## src/hdl/i2cm_pkg.sv

```systemverilog
// Shared types and constants for the I2C master byte engine.
// Holds the phase encoding, command codes, the front-to-back item word and the result word.
package i2cm_pkg;

	localparam logic [2:0] MODE_START = 3'd0;
	localparam logic [2:0] MODE_WRITE = 3'd1;
	localparam logic [2:0] MODE_READ  = 3'd2;
	localparam logic [2:0] MODE_ACK   = 3'd3;
	localparam logic [2:0] MODE_STOP  = 3'd4;

	localparam logic [15:0] HALF_PERIOD_RESET = 16'd5;

	typedef enum logic [4:0] {
		PH_IDLE  = 5'd0,
		PH_S1    = 5'd1,
		PH_S2    = 5'd2,
		PH_S3    = 5'd3,
		PH_WLOW  = 5'd4,
		PH_WHIGH = 5'd5,
		PH_ALOW  = 5'd6,
		PH_AHIGH = 5'd7,
		PH_AEND  = 5'd8,
		PH_RLOW  = 5'd9,
		PH_RHIGH = 5'd10,
		PH_REND  = 5'd11,
		PH_KLOW  = 5'd12,
		PH_KHIGH = 5'd13,
		PH_KEND  = 5'd14,
		PH_T1    = 5'd15,
		PH_T2    = 5'd16,
		PH_T3    = 5'd17
	} phase_t;

	// One tick after classification by the front.
	typedef struct packed {
		logic       cmd_ok;
		phase_t     first_phase;
		logic [7:0] shift_init;
		logic       ack;
		logic       sda;
	} item_t;

	// One result word as it leaves the block.
	typedef struct packed {
		logic       scl;
		logic       sda;
		logic       busy;
		logic       done;
		logic [7:0] read_data;
		logic       ack_received;
	} res_t;

endpackage

```

## src/hdl/i2cm_fifo.sv

```systemverilog
// Small register queue used between the stages of the I2C master byte engine.
// Standalone; no package dependencies.
module i2cm_fifo #(
	parameter int unsigned WIDTH = 8,
	parameter int unsigned DEPTH = 2
) (
	input  logic             clk,
	input  logic             arst_n,
	input  logic             push,
	input  logic [WIDTH-1:0] wdata,
	output logic             full,
	input  logic             pop,
	output logic [WIDTH-1:0] rdata,
	output logic             empty
);
	localparam int unsigned PW = (DEPTH > 1) ? $clog2(DEPTH) : 1;
	localparam int unsigned CW = $clog2(DEPTH + 1);

	logic [WIDTH-1:0] mem_q [DEPTH];
	logic [PW-1:0]    wr_ptr_q, rd_ptr_q, wr_ptr_nxt, rd_ptr_nxt;
	logic [CW-1:0]    count_q;
	logic             do_push, do_pop;

	assign full    = (count_q == CW'(DEPTH));
	assign empty   = (count_q == '0);
	assign do_push = push && !full;
	assign do_pop  = pop && !empty;
	assign rdata   = mem_q[rd_ptr_q];

	assign wr_ptr_nxt = (wr_ptr_q == PW'(DEPTH - 1)) ? '0 : wr_ptr_q + PW'(1);
	assign rd_ptr_nxt = (rd_ptr_q == PW'(DEPTH - 1)) ? '0 : rd_ptr_q + PW'(1);

	always_ff @(posedge clk) begin
		if (do_push) begin
			mem_q[wr_ptr_q] <= wdata;
		end
	end

	always_ff @(posedge clk or negedge arst_n) begin
		if (!arst_n) begin
			wr_ptr_q <= '0;
			rd_ptr_q <= '0;
			count_q  <= '0;
		end else begin
			if (do_push) begin
				wr_ptr_q <= wr_ptr_nxt;
			end
			if (do_pop) begin
				rd_ptr_q <= rd_ptr_nxt;
			end
			case ({do_push, do_pop})
				2'b10:   count_q <= count_q + CW'(1);
				2'b01:   count_q <= count_q - CW'(1);
				default: count_q <= count_q;
			endcase
		end
	end

endmodule

```

## src/hdl/i2cm_front.sv

```systemverilog
// Front of the I2C master byte engine: classifies each incoming tick and queues it.
// Depends on i2cm_pkg and i2cm_fifo.
module i2cm_front #(
	parameter int unsigned DEPTH = 2
) (
	input  logic           clk,
	input  logic           arst_n,
	input  logic           push,
	output logic           full,
	input  logic           cmd_valid,
	input  logic [2:0]     mode,
	input  logic [7:0]     write_data,
	input  logic           ack_to_send,
	input  logic           sda_in,
	output i2cm_pkg::item_t item,
	output logic           item_valid,
	input  logic           item_take
);
	import i2cm_pkg::*;

	item_t cls;
	logic  q_empty;

	// A command counts only when its mode is one of the five known codes.
	always_comb begin
		cls.cmd_ok     = cmd_valid && (mode inside {[MODE_START:MODE_STOP]});
		cls.shift_init = (mode == MODE_WRITE) ? write_data : 8'd0;
		cls.ack        = ack_to_send;
		cls.sda        = sda_in;
		case (mode)
			MODE_START: cls.first_phase = PH_S1;
			MODE_WRITE: cls.first_phase = PH_WLOW;
			MODE_READ:  cls.first_phase = PH_RLOW;
			MODE_ACK:   cls.first_phase = PH_KLOW;
			MODE_STOP:  cls.first_phase = PH_T1;
			default:    cls.first_phase = PH_IDLE;
		endcase
	end

	i2cm_fifo #(
		.WIDTH($bits(item_t)),
		.DEPTH(DEPTH)
	) u_q (
		.clk   (clk),
		.arst_n(arst_n),
		.push  (push),
		.wdata (cls),
		.full  (full),
		.pop   (item_take),
		.rdata (item),
		.empty (q_empty)
	);

	assign item_valid = !q_empty;

endmodule

```

## src/hdl/i2cm_back.sv

```systemverilog
// Back of the I2C master byte engine: the bus phase sequencer, one tick per cycle
// while a tick is queued and the result queue has room. Depends on i2cm_pkg.
module i2cm_back (
	input  logic            clk,
	input  logic            arst_n,
	input  logic [15:0]     half_period,
	input  i2cm_pkg::item_t item,
	input  logic            item_valid,
	output logic            item_take,
	input  logic            out_full,
	output i2cm_pkg::res_t  res,
	output logic            res_push
);
	import i2cm_pkg::*;

	phase_t      phase_q, phase_e, phase_d, tgt;
	logic [15:0] wait_q, wait_e, wait_d, reload;
	logic [3:0]  bitc_q, bitc_e;
	logic [7:0]  shift_q, shift_e, lread_q, lread_e;
	logic        ackh_q, ackh_e, scl_q, scl_e, sda_q, sda_e, lack_q, lack_e;
	logic        enter, busy, done;

	assign item_take = item_valid && !out_full;
	assign res_push  = item_take;

	// A half period of zero behaves as one tick.
	assign reload = (half_period == 16'd0) ? 16'd0 : half_period - 16'd1;

	// Next state: either start a command, count down, or step to the next phase.
	always_comb begin
		phase_e = phase_q;
		wait_e  = wait_q;
		bitc_e  = bitc_q;
		shift_e = shift_q;
		ackh_e  = ackh_q;
		scl_e   = scl_q;
		sda_e   = sda_q;
		lread_e = lread_q;
		lack_e  = lack_q;
		enter   = 1'b0;
		tgt     = PH_IDLE;
		if (phase_q == PH_IDLE) begin
			if (item.cmd_ok) begin
				bitc_e  = 4'd0;
				shift_e = item.shift_init;
				ackh_e  = item.ack;
				enter   = 1'b1;
				tgt     = item.first_phase;
			end
		end else if (wait_q != 16'd0) begin
			wait_e = wait_q - 16'd1;
		end else begin
			enter = 1'b1;
			case (phase_q)
				PH_WHIGH: begin
					bitc_e  = bitc_q + 4'd1;
					shift_e = {shift_q[6:0], 1'b0};
					tgt     = bitc_e[3] ? PH_ALOW : PH_WLOW;
				end
				PH_RHIGH: begin
					bitc_e = bitc_q + 4'd1;
					tgt    = bitc_e[3] ? PH_REND : PH_RLOW;
				end
				PH_S1:    tgt = PH_S2;
				PH_S2:    tgt = PH_S3;
				PH_WLOW:  tgt = PH_WHIGH;
				PH_ALOW:  tgt = PH_AHIGH;
				PH_AHIGH: tgt = PH_AEND;
				PH_RLOW:  tgt = PH_RHIGH;
				PH_KLOW:  tgt = PH_KHIGH;
				PH_KHIGH: tgt = PH_KEND;
				PH_T1:    tgt = PH_T2;
				PH_T2:    tgt = PH_T3;
				default:  tgt = PH_IDLE;
			endcase
		end
		if (enter) begin
			phase_e = tgt;
			wait_e  = reload;
			case (tgt)
				PH_S1: begin
					scl_e = 1'b1;
					sda_e = 1'b1;
				end
				PH_S2: sda_e = 1'b0;
				PH_WLOW: begin
					if (bitc_e != 4'd0) begin
						scl_e = 1'b0;
					end
					sda_e = shift_e[7];
				end
				PH_ALOW: begin
					scl_e = 1'b0;
					sda_e = 1'b1;
				end
				PH_AHIGH: begin
					scl_e  = 1'b1;
					lack_e = item.sda;
				end
				PH_RLOW: begin
					if (bitc_e != 4'd0) begin
						scl_e = 1'b0;
					end
					sda_e = 1'b1;
				end
				PH_RHIGH: begin
					scl_e   = 1'b1;
					shift_e = {shift_e[6:0], item.sda};
				end
				PH_REND: begin
					scl_e   = 1'b0;
					lread_e = shift_e;
				end
				PH_KLOW: sda_e = ackh_e;
				PH_T1: begin
					scl_e = 1'b0;
					sda_e = 1'b0;
				end
				PH_T3: sda_e = 1'b1;
				PH_WHIGH, PH_KHIGH, PH_T2: scl_e = 1'b1;
				PH_S3, PH_AEND, PH_KEND:   scl_e = 1'b0;
				default: ;
			endcase
		end
	end

	// Outputs: busy on every tick of a command, done on its last tick.
	always_comb begin
		busy = (phase_e != PH_IDLE);
		done = busy && ((phase_e inside {PH_S3, PH_AEND, PH_REND, PH_KEND}) ||
			(phase_e == PH_T3 && wait_e == 16'd0));
		phase_d = done ? PH_IDLE : phase_e;
		wait_d  = done ? 16'd0 : wait_e;
		res.scl          = scl_e;
		res.sda          = sda_e;
		res.busy         = busy;
		res.done         = done;
		res.read_data    = lread_e;
		res.ack_received = lack_e;
	end

	always_ff @(posedge clk or negedge arst_n) begin
		if (!arst_n) begin
			phase_q <= PH_IDLE;
			wait_q  <= 16'd0;
			bitc_q  <= 4'd0;
			shift_q <= 8'd0;
			ackh_q  <= 1'b0;
			scl_q   <= 1'b1;
			sda_q   <= 1'b1;
			lread_q <= 8'd0;
			lack_q  <= 1'b1;
		end else if (item_take) begin
			phase_q <= phase_d;
			wait_q  <= wait_d;
			bitc_q  <= bitc_e;
			shift_q <= shift_e;
			ackh_q  <= ackh_e;
			scl_q   <= scl_e;
			sda_q   <= sda_e;
			lread_q <= lread_e;
			lack_q  <= lack_e;
		end
	end

endmodule

```

## src/hdl/i2c_master_byte_engine.sv

```systemverilog
// Top level of the I2C master byte engine: front queue, phase sequencer, result queue.
// Depends on i2cm_pkg, i2cm_front, i2cm_back and i2cm_fifo.
//
//   Channel   Handshake              Words carried
//   input     push / full            cmd_valid, mode, write_data, ack_to_send, sda_in
//   result    empty / pop            scl_level, sda_level, busy_res, done_res,
//                                    read_data, ack_received
//   config    cfg_we                 cfg_wdata = half_period_ticks
//
// Every input word is one bus tick and yields exactly one result word, in order.
// The sequencer advances one tick per clock unless a side stalls, so the block
// then sustains one word per cycle; each word is registered in the input queue
// and then in the result queue. Either side may stall freely: the input queue and
// the result queue each hold QUEUE_DEPTH words. Reset (arst_n low) empties both
// queues, idles the bus with SCL and SDA high and sets the half period to five ticks.
module i2c_master_byte_engine #(
	parameter int unsigned QUEUE_DEPTH = 2
) (
	input  logic        clk,
	input  logic        arst_n,
	input  logic        push,
	output logic        full,
	input  logic        cmd_valid,
	input  logic [2:0]  mode,
	input  logic [7:0]  write_data,
	input  logic        ack_to_send,
	input  logic        sda_in,
	output logic        empty,
	input  logic        pop,
	output logic        scl_level,
	output logic        sda_level,
	output logic        busy_res,
	output logic        done_res,
	output logic [7:0]  read_data,
	output logic        ack_received,
	input  logic        cfg_we,
	input  logic [15:0] cfg_wdata
);
	import i2cm_pkg::*;

	logic [15:0] half_period_q;
	item_t       item;
	logic        item_valid, item_take;
	res_t        res, res_out;
	logic        res_push, out_full;

	// The user must rewrite the half period only while no word is in flight; the block does not enforce it.
	always_ff @(posedge clk or negedge arst_n) begin
		if (!arst_n) begin
			half_period_q <= HALF_PERIOD_RESET;
		end else if (cfg_we) begin
			half_period_q <= cfg_wdata;
		end
	end

	i2cm_front #(
		.DEPTH(QUEUE_DEPTH)
	) u_front (
		.clk        (clk),
		.arst_n     (arst_n),
		.push       (push),
		.full       (full),
		.cmd_valid  (cmd_valid),
		.mode       (mode),
		.write_data (write_data),
		.ack_to_send(ack_to_send),
		.sda_in     (sda_in),
		.item       (item),
		.item_valid (item_valid),
		.item_take  (item_take)
	);

	// The sequencer takes one queued tick per cycle whenever the result queue has room.
	i2cm_back u_back (
		.clk        (clk),
		.arst_n     (arst_n),
		.half_period(half_period_q),
		.item       (item),
		.item_valid (item_valid),
		.item_take  (item_take),
		.out_full   (out_full),
		.res        (res),
		.res_push   (res_push)
	);

	i2cm_fifo #(
		.WIDTH($bits(res_t)),
		.DEPTH(QUEUE_DEPTH)
	) u_resq (
		.clk   (clk),
		.arst_n(arst_n),
		.push  (res_push),
		.wdata (res),
		.full  (out_full),
		.pop   (pop),
		.rdata (res_out),
		.empty (empty)
	);

	assign scl_level    = res_out.scl;
	assign sda_level    = res_out.sda;
	assign busy_res     = res_out.busy;
	assign done_res     = res_out.done;
	assign read_data    = res_out.read_data;
	assign ack_received = res_out.ack_received;

endmodule

```

## config.mk

```make
export PLATFORM = sky130hd
export DESIGN_NAME = i2c_master_byte_engine
export DESIGN_NICKNAME = d
export VERILOG_FILES = /design/src/hdl/i2cm_pkg.sv /design/src/hdl/i2cm_fifo.sv /design/src/hdl/i2cm_front.sv /design/src/hdl/i2cm_back.sv /design/src/hdl/i2c_master_byte_engine.sv
export SDC_FILE = /design/constraint.sdc
export NUM_CORES = 1
export LEC_CHECK = 0
export ABC_AREA = 1
export ABC_CLOCK_PERIOD_IN_PS = 3100
export BUFFER_PORTS_ARGS = -buffer_cell sky130_fd_sc_hd__buf_2
export CAP_MARGIN = 20
export CELL_PAD_IN_SITES_DETAIL_PLACEMENT = 0
export CELL_PAD_IN_SITES_GLOBAL_PLACEMENT = 1
export CORE_ASPECT_RATIO = 1.25
export CORE_MARGIN = 5
export CORE_UTILIZATION = 45
export DETAILED_ROUTE_END_ITERATION = 8
export GPL_ROUTABILITY_DRIVEN = 1
export PLACE_DENSITY_LB_ADDON = 0.1
export SLEW_MARGIN = 20
export SYNTH_ARGS = -nofsm -noshare
export SYNTH_HDL_FRONTEND = slang
export SYNTH_SLANG_ARGS = --single-unit
```

## constraint.sdc

```tcl
create_clock -name clk -period 3.1 [get_ports clk]
set_input_delay 0.155 -clock clk [delete_from_list [all_inputs] [get_ports clk]]
set_output_delay 0.155 -clock clk [all_outputs]
set_load 0.01 [all_outputs]
```

==> impl_metrics.xml <==
<?xml version="1.0" encoding="UTF-8"?>
<metrics>
  <group name="outcome">
    <metric name="run_status" unit="">complete, no violations</metric>
  </group>
  <group name="timing">
    <metric name="finalSetupViolations" unit="">0</metric>
    <metric name="finalCriticalPeriod" unit="ns">2.75</metric>
    <metric name="max_slew_margin" unit="">0.360</metric>
    <metric name="final.period_utilization" unit="">0.887</metric>
    <metric name="worst_slew_pin_slew" unit="ns">0.959</metric>
    <metric name="setup_repair_after_global_routing_missed_its_margin" unit="">false</metric>
    <metric name="final-hold-violation-count" unit="">0</metric>
    <metric name="highest_clock_rate" unit="MHz">364</metric>
    <metric name="setup_tns" unit="ns">0</metric>
    <metric name="finalHoldWorstSlack" unit="ns">0.0683</metric>
    <metric name="number_of_slew_limit_violations_in_the_final_report" unit="">0</metric>
    <metric name="final.setup_skew" unit="ns">0.00737</metric>
  </group>
  <group name="clocking">
    <metric name="cts_tree" unit="">yes</metric>
    <metric name="cts_post_setup_buffers_inserted" unit="">0</metric>
    <metric name="total_clock_buffers_created_by_cts" unit="">17</metric>
    <metric name="cts.clk_slew.worst_paths" unit="ns">0.06</metric>
    <metric name="h-tree-depth" unit="">4</metric>
    <metric name="max-clock-path-buffers" unit="">2</metric>
    <metric name="tritoncts_num_sinks" unit="">125</metric>
    <metric name="worst_skew_late_latency" unit="ns">0.42</metric>
    <metric name="clock-root-buffer" unit="">sky130_fd_sc_hd__clkbuf_16</metric>
  </group>
  <group name="worst_setup_path">
    <metric name="worst_path_most_repeated_cell" unit="">sky130_fd_sc_hd__nand2_1</metric>
    <metric name="worst_path_max_delay_cell" unit="">sky130_fd_sc_hd__dfrtp_1</metric>
    <metric name="critical_path_class" unit="">flop to flop</metric>
    <metric name="startpoint_type" unit="">flop</metric>
    <metric name="critical_path.endpoint_type" unit="">flop</metric>
    <metric name="cp_data_arrival_time" unit="ns">2.91</metric>
    <metric name="cp_num_buf_inv" unit="">4</metric>
    <metric name="cp_cell_sequence" unit="">inv_1 -&gt; ha_1 -&gt; nand2_2 -&gt; nor2_4 -&gt; nand2_4 -&gt; nand2_4 -&gt; nand2_4 -&gt; inv_6 -&gt; nand2_1 -&gt; inv_1 -&gt; nand2_1 -&gt; nand2_1 -&gt; nor2_1 -&gt; nand2_1 -&gt; nor2_2 -&gt; nand3_2 -&gt; buf_12 -&gt; nand2_1</metric>
    <metric name="critical_path.max_stage_delay" unit="ns">0.41</metric>
    <metric name="critical_path.max_fanout" unit="">20</metric>
    <metric name="worst_ep_required_time" unit="ns">3.26</metric>
    <metric name="critPathTopFamily" unit="">simple AND/OR/NAND/NOR gates</metric>
  </group>
  <group name="drt">
    <metric name="drt-pass1-iter-count" unit="">5</metric>
    <metric name="ant_nets" unit="">0</metric>
    <metric name="via_per_inst" unit="">4.99</metric>
    <metric name="vias" unit="">6394</metric>
    <metric name="detail_route.drc_violations" unit="">0</metric>
    <metric name="detail_route.wirelength" unit="um">19400</metric>
    <metric name="avgRoutedWirePerCell" unit="um">15.1</metric>
    <metric name="first_iter_violations" unit="">282</metric>
  </group>
  <group name="synth">
    <metric name="syn-cell-area" unit="um^2">7430</metric>
    <metric name="yosys_register_bits" unit="">125</metric>
    <metric name="synth_area_per_cell" unit="um^2">7.65</metric>
    <metric name="synth_adder_area_share" unit="">0.00842</metric>
    <metric name="synth-seq-area-share" unit="">0.459</metric>
    <metric name="muxShareOfSynthArea" unit="">0.0138</metric>
    <metric name="synth.net_count" unit="">1012</metric>
    <metric name="synth_top_family_by_area" unit="">simple AND/OR/NAND/NOR gates</metric>
    <metric name="post_synth_num_cell_types" unit="">40</metric>
    <metric name="number_of_warnings_reported_in_the_yosys_synthesis_log" unit="">0</metric>
    <metric name="post_synth_xor_area_fraction" unit="">0.0189</metric>
    <metric name="post_synth_and_or_nand_nor_area_fraction" unit="">0.349</metric>
    <metric name="synthesis.instances" unit="">972</metric>
    <metric name="synth_compound_area_frac" unit="">0.0768</metric>
  </group>
  <group name="floorplan">
    <metric name="die_h" unit="um">154</metric>
    <metric name="die_footprint" unit="um^2">19200</metric>
    <metric name="die_x" unit="um">125</metric>
    <metric name="initial_util" unit="">0.459</metric>
    <metric name="placement_rows" unit="">52</metric>
    <metric name="num_io_pins" unit="">50</metric>
    <metric name="fp.coreArea" unit="um^2">16200</metric>
  </group>
  <group name="placement">
    <metric name="final_hpwl_dp" unit="um">14300</metric>
    <metric name="place.gp.congestion" unit="">0.858</metric>
    <metric name="buffer_ports.inserted" unit="">49</metric>
  </group>
  <group name="final_layout">
    <metric name="fraction_of_final_layout_cells_with_drive_strength_greater_than_1" unit="">0.161</metric>
    <metric name="nets" unit="">1093</metric>
    <metric name="n_diodes" unit="">0</metric>
    <metric name="area_taken_by_flip_flops_and_latches" unit="um^2">3410</metric>
    <metric name="n_fill_cell" unit="">1608</metric>
    <metric name="multi_input_area" unit="um^2">3490</metric>
    <metric name="layout_overhead_on_the_synthesized_area" unit="%">17.8</metric>
  </group>
  <group name="global_routing">
    <metric name="globalRoute.totalOverflow" unit="">0</metric>
    <metric name="grt_use_total" unit="">0.209</metric>
    <metric name="via_count_of_the_first_global_routing_pass" unit="">6399</metric>
    <metric name="global_route_wire_length_before_repair" unit="um">31900</metric>
    <metric name="number_of_antenna_violations_at_the_first_check_in_global_routing" unit="">0</metric>
    <metric name="maximum_number_of_pins_on_one_net_before_global_route_repair" unit="">70</metric>
  </group>
  <group name="power">
    <metric name="power.static_leakage" unit="nW">4.23</metric>
    <metric name="total_power" unit="mW">9.31</metric>
    <metric name="power.ir.vdd_worst" unit="uV">467</metric>
    <metric name="cellPowerDensity" unit="nW/um^2">1060</metric>
  </group>
  <group name="flow_run">
    <metric name="max_cap_viol_count" unit="">0</metric>
  </group>
  <group name="worst_hold_path">
    <metric name="hold_class" unit="">primary input to flop</metric>
  </group>
</metrics>
==> area by class of cell <==
class | instances | area share
clock inverter | 11 | 0.0136
multi-input combinational | 721 | 0.398
clock buffer | 21 | 0.0515
inverter | 95 | 0.0416
timing repair buffer | 93 | 0.0743
sequential | 125 | 0.390
tap | 216 | 0.0309
==> synth_stat cells <==
library cell               number  share of area
sky130_fd_sc_hd__mux2_2         2         0.0030
sky130_fd_sc_hd__edfxtp_1      56           0.23
sky130_fd_sc_hd__clkbuf_1      15         0.0076
sky130_fd_sc_hd__inv_2         11         0.0056
sky130_fd_sc_hd__mux2i_1        8          0.011
sky130_fd_sc_hd__nand3b_1       3         0.0030
sky130_fd_sc_hd__nand2_2       10         0.0084
sky130_fd_sc_hd__buf_6          6         0.0091
sky130_fd_sc_hd__xor2_1        13          0.015
sky130_fd_sc_hd__nor3_4         1         0.0022
sky130_fd_sc_hd__a22oi_1        1         0.0010
sky130_fd_sc_hd__o21ai_1        6         0.0040
sky130_fd_sc_hd__nor2_2         5         0.0042
sky130_fd_sc_hd__nand2_4        4         0.0061
sky130_fd_sc_hd__nand2_1      341           0.17
sky130_fd_sc_hd__o22ai_1        7         0.0059
sky130_fd_sc_hd__a31oi_1        9         0.0076
sky130_fd_sc_hd__buf_1          2         0.0010
sky130_fd_sc_hd__buf_8          1         0.0020
sky130_fd_sc_hd__buf_2          5         0.0034
sky130_fd_sc_hd__nand4_1       21          0.018
sky130_fd_sc_hd__inv_1         83          0.042
sky130_fd_sc_hd__nor2_4         9          0.014
sky130_fd_sc_hd__nand3_1       71          0.048
sky130_fd_sc_hd__nand3_2       13          0.018
sky130_fd_sc_hd__xnor2_1        3         0.0035
sky130_fd_sc_hd__dfrtp_1       64           0.22
sky130_fd_sc_hd__inv_4          1        0.00084
sky130_fd_sc_hd__o211ai_2       2         0.0034
sky130_fd_sc_hd__or2_2          2         0.0017
sky130_fd_sc_hd__dfstp_2        5          0.018
sky130_fd_sc_hd__nor2_1       102          0.052
sky130_fd_sc_hd__o21ai_0       49          0.033
sky130_fd_sc_hd__nor3_1         5         0.0034
sky130_fd_sc_hd__o21ai_2        3         0.0035
sky130_fd_sc_hd__a21oi_1       24          0.016
sky130_fd_sc_hd__a21oi_2        1         0.0012
sky130_fd_sc_hd__o211ai_1       1         0.0010
sky130_fd_sc_hd__ha_1           5         0.0084
sky130_fd_sc_hd__buf_4          2         0.0020
==> sequential cells by signal, indices dropped and copies added, names as in the netlist <==
register,cells
half_period_q,16
u_back.ackh_q,1
u_back.bitc_q,4
u_back.lack_q,1
u_back.lread_q,8
u_back.phase_q,5
u_back.scl_q,1
u_back.sda_q,1
u_back.shift_q,8
u_back.wait_q,16
u_front.u_q.count_q,2
u_front.u_q.mem_q,30
u_front.u_q.rd_ptr_q,1
u_front.u_q.wr_ptr_q,1
u_resq.count_q,2
u_resq.mem_q,26
u_resq.rd_ptr_q,1
u_resq.wr_ptr_q,1
==> metal layers <==
layer | vias to the layer above | part of all wire | GRT usage
met4 | 0 | 0.036 | 0.0945
met5 | - | 0 | 0
met2 | 78 | 0.55 | 0.390
met3 | 33 | 0.021 | 0.0402
met1 | 2953 | 0.40 | 0.227
li1 | 3330 | - | -
==> kinds of logic after synthesis <==
logic type | count (synthesis)
and+or+nand+nor | 587
buffers and inverters | 126
DFF | 125
AOI/OAI and AO/OA | 103
xor gates and xnor gates | 16
muxes | 10
adders and majority gates | 5
==> path summary, 6_finish.rpt <==
check | depth (start not counted) | endpoint | start | slack, ns
worst min-delay path | 2 | u_front.u_q.mem_q[1][10] | mode[0] | 0.07
max in group asynchronous | 2 | half_period_q[3] | arst_n | 2.04
worst max register to register | 18 | u_resq.mem_q[0][9] | u_back.wait_q[0] | 0.35
min in group asynchronous | 2 | u_back.wait_q[2] | arst_n | 0.43
worst min register to register | 2 | u_back.sda_q | u_back.sda_q | 0.47
worst max-delay path | 18 | u_resq.mem_q[0][9] | u_back.wait_q[0] | 0.35
==> report_power, final <==
part / switching [mW] / internal (mW)
Sequential: 0.339 / 2.44
Combinational: 3.12 / 1.51
Clock: 0.706 / 1.20
Total: 4.17 / 5.14
==> worst register-to-register path, delay by kind of cell, from the launching register on <==
kind                     cells  cell delay (ns)
adder cells (fa/ha/maj)      1             0.21
buffers and inverters        4             0.57
flip-flops                   1             0.41
AND/OR/NAND/NOR             13             1.28
==> through the flow <==
stage	cells	cell area [um^2]	setup WS (ns)	util
after global routing	1282	8750	0.0358	0.540
after CTS	1282	8750	0.218	0.540
after detailed placement	1231	7990	0.235	0.493
after floorplan	972	7430	0.770	-
final	1282	8750	0.351	0.540
after global placement	1230	7980	0.336	0.493
==> cell usage in the layout (no fill, tap or decap), drive strengths merged, types with 5 or more instances in the layout <==
cell,netlist,final
clkinv,0,5
dlygate4sd3,0,19
nand3,84,84
nand4,21,21
clkbuf,15,21
dfstp,5,5
nor3,6,6
xor2,13,13
buf,16,74
a31oi,9,9
o22ai,7,7
a21oi,25,25
o21ai,58,58
inv,95,96
nor2,116,116
mux2i,8,8
edfxtp,56,56
nand2,355,355
dfrtp,64,64
ha,5,5
==> repair_timing <==
| item | in CTS | in global routing |
|---|---|---|
| endpoints found under the hold margin | 84 | 0 |
| hold buffers | 19 | 0 |
| endpoints found under the setup margin | 0 | 2 |
| resized for setup | 0 | 3 |
Power figures use the tool's default switching activity.
